`src/rtl/assert_macros.svh`:
```
// assertion helpers, sampled on clk and disabled while rst_n is low
`ifndef ASSERT_MACROS_SVH
`define ASSERT_MACROS_SVH

`ifndef NO_ASSERTIONS

`define ASSERT_SAME(lbl, ante, cons) \
    lbl: assert property (@(posedge clk) disable iff (!rst_n) (ante) |-> (cons)) \
        else $error("assertion failed");

`define ASSERT_NEXT(lbl, ante, cons) \
    lbl: assert property (@(posedge clk) disable iff (!rst_n) (ante) |=> (cons)) \
        else $error("assertion failed");

`else

`define ASSERT_SAME(lbl, ante, cons)

`define ASSERT_NEXT(lbl, ante, cons)

`endif

`endif

```
`src/rtl/dda_pkg.sv`:
```
package dda_pkg;

    localparam int DEF_FRAC_BITS     = 16;
    localparam int DEF_SCREEN_WIDTH  = 640;
    localparam int DEF_SCREEN_HEIGHT = 480;

    typedef struct packed {
        logic busy;
        logic done;
    } div_stat_t;

endpackage

```
`src/rtl/dda_div.sv`:
```
module dda_div
    import dda_pkg::*;
#(
    parameter int DW = 10,
    parameter int QW = DEF_FRAC_BITS + 1
)
(
    input  logic          clk,
    input  logic          rst_n,
    input  logic          load,
    input  logic [DW-1:0] mag,
    input  logic [DW-1:0] divisor,
    output logic [QW-1:0] quotient,
    output div_stat_t     stat
);

    localparam int CW = $clog2(QW + 1);

    logic          busy_reg, busy_next;
    logic          done_reg, done_next;
    logic [CW-1:0] cnt_reg, cnt_next;
    logic [DW-1:0] rem_reg, rem_next;
    logic          bin_reg, bin_next;
    logic [DW-1:0] div_reg, div_next;
    logic [QW-1:0] quo_reg, quo_next;

    logic [DW:0] trial;
    logic [DW:0] diff;
    logic        ge;

    // one restoring step: shift in a dividend bit, subtract if it fits
    assign trial = {rem_reg, bin_reg};
    assign diff  = trial - {1'b0, div_reg};
    assign ge    = trial >= {1'b0, div_reg};

    always_comb
    begin
        busy_next = busy_reg;
        done_next = 1'b0;
        cnt_next  = cnt_reg;
        rem_next  = rem_reg;
        bin_next  = bin_reg;
        div_next  = div_reg;
        quo_next  = quo_reg;
        if (load)
        begin
            rem_next  = mag >> 1;
            bin_next  = mag[0];
            div_next  = divisor;
            quo_next  = '0;
            cnt_next  = CW'(QW);
            busy_next = 1'b1;
        end
        else if (busy_reg)
        begin
            rem_next = ge ? diff[DW-1:0] : trial[DW-1:0];
            quo_next = {quo_reg[QW-2:0], ge};
            bin_next = 1'b0;
            cnt_next = cnt_reg - 1'b1;
            if (cnt_reg == CW'(1))
            begin
                busy_next = 1'b0;
                done_next = 1'b1;
            end
        end
    end

    always_ff @(posedge clk or negedge rst_n)
    begin
        if (!rst_n)
        begin
            busy_reg <= 1'b0;
            done_reg <= 1'b0;
            cnt_reg  <= '0;
        end
        else
        begin
            busy_reg <= busy_next;
            done_reg <= done_next;
            cnt_reg  <= cnt_next;
        end
    end

    always_ff @(posedge clk)
    begin
        rem_reg <= rem_next;
        bin_reg <= bin_next;
        div_reg <= div_next;
        quo_reg <= quo_next;
    end

    assign quotient  = quo_reg;
    assign stat.busy = busy_reg;
    assign stat.done = done_reg;

endmodule

```
`src/rtl/dda_line_rasterizer_top.sv`:
```
// channel | valid      | stall       | word fields
// item    | item_valid | item_stall  | kind, start_x, start_y, end_x, end_y
// point   | point_valid| point_stall | point_x, point_y, last_point
//
// ticks stream at one per cycle while point flows and the divider is idle
// a start word emits its start point at once; for a line of nonzero length the
// shared divider then forms both increments, the x axis first, then the y axis
// item_stall is high while the divider runs and while a point waits on point_stall
// rst_n clears the sequencer, line state and the point valid flag asynchronously
`include "assert_macros.svh"

module dda_line_rasterizer_top
    import dda_pkg::*;
#(
    parameter int FRAC_BITS     = DEF_FRAC_BITS,
    parameter int SCREEN_WIDTH  = DEF_SCREEN_WIDTH,
    parameter int SCREEN_HEIGHT = DEF_SCREEN_HEIGHT
)
(
    input  logic                             clk,
    input  logic                             rst_n,
    input  logic                             item_valid,
    output logic                             item_stall,
    input  logic                             kind,
    input  logic [$clog2(SCREEN_WIDTH)-1:0]  start_x,
    input  logic [$clog2(SCREEN_HEIGHT)-1:0] start_y,
    input  logic [$clog2(SCREEN_WIDTH)-1:0]  end_x,
    input  logic [$clog2(SCREEN_HEIGHT)-1:0] end_y,
    output logic                             point_valid,
    input  logic                             point_stall,
    output logic [$clog2(SCREEN_WIDTH)-1:0]  point_x,
    output logic [$clog2(SCREEN_HEIGHT)-1:0] point_y,
    output logic                             last_point
);

    localparam int XW  = $clog2(SCREEN_WIDTH);
    localparam int YW  = $clog2(SCREEN_HEIGHT);
    localparam int DW  = (XW > YW) ? XW : YW;
    localparam int XAW = XW + FRAC_BITS;
    localparam int YAW = YW + FRAC_BITS;
    localparam int QW  = FRAC_BITS + 1;

    localparam logic [1:0] ST_IDLE = 2'd0;
    localparam logic [1:0] ST_DIVX = 2'd1;
    localparam logic [1:0] ST_DIVY = 2'd2;

    logic [1:0]     state_reg, state_next;
    logic           line_active_reg, line_active_next;
    logic [DW-1:0]  points_left_reg, points_left_next;
    logic           point_valid_reg, point_valid_next;

    logic [XAW-1:0] x_accum_reg, x_accum_next;
    logic [YAW-1:0] y_accum_reg, y_accum_next;
    logic [XAW-1:0] x_step_reg, x_step_next;
    logic [YAW-1:0] y_step_reg, y_step_next;
    logic [DW-1:0]  steps_reg, steps_next;
    logic [DW-1:0]  dy_mag_reg, dy_mag_next;
    logic           x_neg_reg, x_neg_next;
    logic           y_neg_reg, y_neg_next;
    logic [XW-1:0]  point_x_reg, point_x_next;
    logic [YW-1:0]  point_y_reg, point_y_next;
    logic           last_point_reg, last_point_next;

    logic           item_accept;
    logic [XW:0]    dx;
    logic [YW:0]    dy;
    logic [XW:0]    dx_abs;
    logic [YW:0]    dy_abs;
    logic [DW-1:0]  dx_mag;
    logic [DW-1:0]  dy_mag;
    logic [DW-1:0]  steps_in;
    logic           start_go;

    logic           div_load;
    logic [DW-1:0]  div_mag;
    logic [DW-1:0]  div_divisor;
    logic [QW-1:0]  div_quotient;
    div_stat_t      div_stat;

    logic [XAW-1:0] x_q;
    logic [YAW-1:0] y_q;

    assign item_stall  = (state_reg != ST_IDLE) || (point_valid_reg && point_stall);
    assign item_accept = item_valid && !item_stall;

    assign dx       = {1'b0, end_x} - {1'b0, start_x};
    assign dy       = {1'b0, end_y} - {1'b0, start_y};
    assign dx_abs   = dx[XW] ? -dx : dx;
    assign dy_abs   = dy[YW] ? -dy : dy;
    assign dx_mag   = DW'(dx_abs[XW-1:0]);
    assign dy_mag   = DW'(dy_abs[YW-1:0]);
    assign steps_in = (dx_mag > dy_mag) ? dx_mag : dy_mag;
    assign start_go = item_accept && !kind && (steps_in != '0);

    assign div_load    = start_go || ((state_reg == ST_DIVX) && div_stat.done);
    assign div_mag     = (state_reg == ST_IDLE) ? dx_mag : dy_mag_reg;
    assign div_divisor = (state_reg == ST_IDLE) ? steps_in : steps_reg;

    assign x_q = XAW'(div_quotient);
    assign y_q = YAW'(div_quotient);

    dda_div #(
        .DW (DW),
        .QW (QW)
    ) u_div (
        .clk      (clk),
        .rst_n    (rst_n),
        .load     (div_load),
        .mag      (div_mag),
        .divisor  (div_divisor),
        .quotient (div_quotient),
        .stat     (div_stat)
    );

    always_comb
    begin
        state_next       = state_reg;
        line_active_next = line_active_reg;
        points_left_next = points_left_reg;
        point_valid_next = point_valid_reg;
        x_accum_next     = x_accum_reg;
        y_accum_next     = y_accum_reg;
        x_step_next      = x_step_reg;
        y_step_next      = y_step_reg;
        steps_next       = steps_reg;
        dy_mag_next      = dy_mag_reg;
        x_neg_next       = x_neg_reg;
        y_neg_next       = y_neg_reg;
        point_x_next     = point_x_reg;
        point_y_next     = point_y_reg;
        last_point_next  = last_point_reg;

        if (point_valid_reg && !point_stall)
        begin
            point_valid_next = 1'b0;
        end

        case (state_reg)
            ST_IDLE:
            begin
                if (item_accept && !kind)
                begin
                    x_accum_next     = {start_x, {FRAC_BITS{1'b0}}};
                    y_accum_next     = {start_y, {FRAC_BITS{1'b0}}};
                    x_step_next      = '0;
                    y_step_next      = '0;
                    steps_next       = steps_in;
                    dy_mag_next      = dy_mag;
                    x_neg_next       = dx[XW];
                    y_neg_next       = dy[YW];
                    points_left_next = steps_in;
                    line_active_next = 1'b0;
                    point_x_next     = start_x;
                    point_y_next     = start_y;
                    last_point_next  = (steps_in == '0);
                    point_valid_next = 1'b1;
                    if (steps_in != '0)
                    begin
                        state_next = ST_DIVX;
                    end
                end
                else if (item_accept && line_active_reg)
                begin
                    x_accum_next     = x_accum_reg + x_step_reg;
                    y_accum_next     = y_accum_reg + y_step_reg;
                    points_left_next = points_left_reg - 1'b1;
                    line_active_next = (points_left_reg != DW'(1));
                    point_x_next     = x_accum_next[XAW-1:FRAC_BITS];
                    point_y_next     = y_accum_next[YAW-1:FRAC_BITS];
                    last_point_next  = (points_left_reg == DW'(1));
                    point_valid_next = 1'b1;
                end
            end
            ST_DIVX:
            begin
                if (div_stat.done)
                begin
                    x_step_next = x_neg_reg ? -x_q : x_q;
                    state_next  = ST_DIVY;
                end
            end
            ST_DIVY:
            begin
                if (div_stat.done)
                begin
                    y_step_next      = y_neg_reg ? -y_q : y_q;
                    line_active_next = 1'b1;
                    state_next       = ST_IDLE;
                end
            end
            default:
            begin
                state_next = ST_IDLE;
            end
        endcase
    end

    always_ff @(posedge clk or negedge rst_n)
    begin
        if (!rst_n)
        begin
            state_reg       <= ST_IDLE;
            line_active_reg <= 1'b0;
            points_left_reg <= '0;
            point_valid_reg <= 1'b0;
        end
        else
        begin
            state_reg       <= state_next;
            line_active_reg <= line_active_next;
            points_left_reg <= points_left_next;
            point_valid_reg <= point_valid_next;
        end
    end

    always_ff @(posedge clk)
    begin
        x_accum_reg    <= x_accum_next;
        y_accum_reg    <= y_accum_next;
        x_step_reg     <= x_step_next;
        y_step_reg     <= y_step_next;
        steps_reg      <= steps_next;
        dy_mag_reg     <= dy_mag_next;
        x_neg_reg      <= x_neg_next;
        y_neg_reg      <= y_neg_next;
        point_x_reg    <= point_x_next;
        point_y_reg    <= point_y_next;
        last_point_reg <= last_point_next;
    end

    assign point_valid = point_valid_reg;
    assign point_x     = point_x_reg;
    assign point_y     = point_y_reg;
    assign last_point  = last_point_reg;

    `ASSERT_SAME(a_accept_idle, item_accept, state_reg == ST_IDLE)
    `ASSERT_SAME(a_div_busy_state, div_stat.busy || div_stat.done, state_reg != ST_IDLE)
    `ASSERT_SAME(a_active_has_points, line_active_reg, points_left_reg != '0)
    `ASSERT_NEXT(a_start_emits, start_go, point_valid_reg && !last_point_reg && state_reg == ST_DIVX)

endmodule
```
`config.mk`:
```
export PLATFORM = sky130hd
export DESIGN_NAME = dda_line_rasterizer_top
export DESIGN_NICKNAME = d
export VERILOG_FILES = /design/src/rtl/dda_pkg.sv /design/src/rtl/dda_div.sv /design/src/rtl/dda_line_rasterizer_top.sv
export VERILOG_INCLUDE_DIRS = /design/src /design/src/rtl
export SDC_FILE = /design/constraint.sdc
export NUM_CORES = 1
export LEC_CHECK = 0
export ABC_AREA = 1
export BUFFER_PORTS_ARGS = -buffer_cell sky130_fd_sc_hd__buf_2
export CAP_MARGIN = 10
export CORE_ASPECT_RATIO = 0.6
export CORE_MARGIN = 2
export CORE_UTILIZATION = 45
export DETAILED_ROUTE_END_ITERATION = 8
export HOLD_SLACK_MARGIN = 0.05
export PLACE_DENSITY = 0.69
export SETUP_SLACK_MARGIN = 0.05
export SLEW_MARGIN = 20
export SYNTH_ARGS = -nofsm -noshare
export SYNTH_HDL_FRONTEND = slang
export SYNTH_SLANG_ARGS = --single-unit
```
`constraint.sdc`:
```
create_clock -name clk -period 2.9 [get_ports clk]
set_input_delay 0.58 -clock clk [delete_from_list [all_inputs] [get_ports clk]]
set_output_delay 0.58 -clock clk [all_outputs]
set_load 0.01 [all_outputs]
```
==> results.md <==
- Die Span X: approximately 220 µm
- RePlAce Congestion: 0.9397
- Max Clk Rate: ~240 MHz
- Min-delay worst type: input port to asynchronous set/reset pin
- Max-cap viol count: 0
- CP max FO: 5
- Reg2Reg Setup Slack: between 0.1 and 0.15 ns
- Post-Synthesis Cells: about 1.5k
- Routed length per instance: 16.98 µm
- DRC violations left: 0
- Grt ovf: 0
- Worst R2R Start: y_accum_reg[13]
- DP HPWL: between 20000 and 30000 µm
- Area Growth Syn to Fin: 28.20%
- Total number of clock tree sinks: ~180
- Hold_ws: slightly below 0.09 ns
- Power per cell area: 1095 nW/µm²
- Sequential-to-total area share from yosys stat: approximately two fifths
- Maximum VDD drop: approximately 600 µV
- Mean Syn Cell Area: about 8.3 µm²
- TritonCTS Buffers: 17
- Top cells by area, synth: edfxtp_1, ha_1, nand2_1
- Crit path DAT: between 4 and 5 ns
- Routed via count: 11.63k
- Flops & latches, synth: between 150 and 200
- Startpoint class of the critical path: input port
- Unrepaired setup endpoints after global routing: yes
- Worst slew margin: around a third
- Area of the core: 27700 µm²
- Hold_buf cts: 0
- Clk_lat worst skew: approximately 0.45 ns
- Share of cells above drive strength 1: ~29%
- Final #Nets: 1908
- Clock Tree Root: clkbuf_16
- DRT Pass-1 Iters: 6
- ANT nets after route: 0
- Slowest CP cell: fa_2
- PnR worst setup slack: -1.313 ns
- # setup viols final: 84
- Synth Warn #: 0
- Worst slew pin tran: roughly 1 ns
- Final hold vios: 0
- Layout Utilization: between 50% and 60%
- Io pins: 65
- R2r endpoint: y_accum_reg[23]
- Yosys cell types: between 50 and 60
- Leading area contributor after synthesis: edfxtp_1
- Final Skew: around 0.012 ns
- LEAKAGE: 7.596 nW
- H-tree depth: 4
- Fin crit share: 145.3%
- Post-Syn Area: about 13000 µm²
- Antenna Cells: 0
- PortBufs: 64
- GRT Total Usage: 24.17%
- CTS tree: built
- Clock transition at path regs: around 0.07 ns
- Setup TNS: -91.46 ns
- Final worst path period need: 4.213 ns
- Die H: between 100 and 150 µm
- FF-to-FF path depth: 14
- Total Die Area: 29750 µm²
- Failing checks: negative setup slack
- Outcome: finished, violations left
- Crit Path Category: input port to flop
- Longest Clk Path Bufs: 2
- First-pass GRT wire length: 56930 µm
- Crit. End Element: flop
- Drt initial violations: between 1k and 1.5k
- Initial antenna violation count: 0
- Post-synth top area share: 33.90%
- CP required: roughly 3.1 ns
- Slew Limit Fails: 0
- Vias per inst: about 5.4
- Vias in the first global route: approximately 11k
- Final WL: between 30000 and 40000 µm
- Most Frequent Cell on Critical Path: o21ai_1
- Crit-path max cell delay: 0.58 ns
- Largest net degree at the start of global routing: 52
- Initial core utilization: between 40% and 50%
- Syn Nets: approximately 1.7k
- # rows: 47
how the worst max path moves through the flow:
stage | from | to | slack (ns) | cells after the start
after floorplan | end_x[0] | u_div.rem_reg[4] | -1.40 | 32
after global placement | start_y[0] | u_div.rem_reg[5] | -1.63 | 26
after detailed placement | start_y[0] | u_div.quotient[16] | -1.85 | 28
after CTS | end_x[0] | u_div.div_reg[6] | -1.07 | 33
after global routing | end_x[0] | u_div.rem_reg[6] | -1.49 | 32
final | end_y[0] | u_div.div_reg[1] | -1.31 | 29
report_power, final:
part | leakage (nW) | total [mW] | switching (mW) | internal, mW
logic | 5.56 | 10.7 | 6.38 | 4.29
registers | 1.76 | 4.95 | 0.587 | 4.37
clock network | 0.275 | 2.29 | 1.08 | 1.21
cell usage in the layout (no fill, tap or decap), types with 58 or more instances in the layout:
cell type    n
a21oi_1    141
buf_2       62
buf_4      174
edfxtp_1   144
ha_1        82
inv_1      209
nand2_1    234
nand3_1     58
nor2_1      59
o21ai_0    121
area by class of cell:
cell class	count	area [µm²]
clock buffer	21	481.7
clock inverter	11	86.33
fill	2317	11350
inverter	235	915.9
multi-input combinational	1064	7106
sequential	183	5210
tap	367	459.2
timing repair buffer	265	2093
cell usage after synthesis, drive strengths merged:
library cell    n
nand2         291
inv           233
a21oi         158
edfxtp        144
o21ai         139
nor2           99
ha             94
nand3          72
xor2           34
nor3           31
clkbuf         29
nand4          29
buf            24
dfrtp          21
dfxtp          18
xnor2          16
or2            14
mux2           11
a31oi           9
nand3b          7
o211ai          6
o21a            6
a21boi          5
a21o            5
fa              5
o31ai           5
a211oi          4
nor4            4
o21bai          3
o221ai          3
a22oi           2
clkinv          2
a22o            1
a31o            1
and2            1
nor3b           1
o22ai           1
o311ai          1
o41ai           1
or3             1
worst max-delay path: cells and delay by family:
family | cells | cell delay, ns
fa+ha+maj | 4 | 1.17
buf+inv | 9 | 0.95
simple gates | 9 | 0.86
compound gates | 7 | 0.84
metal layers:
metal | wire (µm) | vias to the layer above | track usage, %
met5 | 0 | - | 0
met4 | 649 | 0 | 6.376
met3 | 2946 | 57 | 4.973
met2 | 14760 | 451 | 33.87
met1 | 18090 | 5456 | 37.37
li1 | - | 5663 | -
metrics by stage:
step / area [µm²] / setup WS (ns) / power [mW] / cells
final: 16350 / -1.313 / 17.91 / 2146
after floorplan: 12830 / -1.403 / 11.46 / 1531
after detailed placement: 14620 / -1.848 / 14.34 / 2073
after global routing: 16350 / -1.485 / 19.28 / 2146
after CTS: 15740 / -1.066 / 17.12 / 2142
after global placement: 14620 / -1.634 / 14.03 / 2073
cell families (layout without fill, tap and decap cells):
family	after synthesis	after routing	synth area share (%)
AO/OA/AOI/OAI	350	350	14.95
flip-flops	183	183	40.85
multiplexers	11	11	0.9712
XOR/XNOR	50	50	3.433
buffers and inverters	288	532	9.319
adder cells (fa/ha/maj)	99	99	10.01
AND/OR/NAND/NOR	550	554	20.47
repair_timing:
action                                  4_1_cts  5_1_grt
endpoints found under the setup margin       86      124
setup buffers                                37       14
resized for setup                            72      133
gates cloned                                  5        4
pin swaps                                    28       50
(Power assumes the default switching activity.)
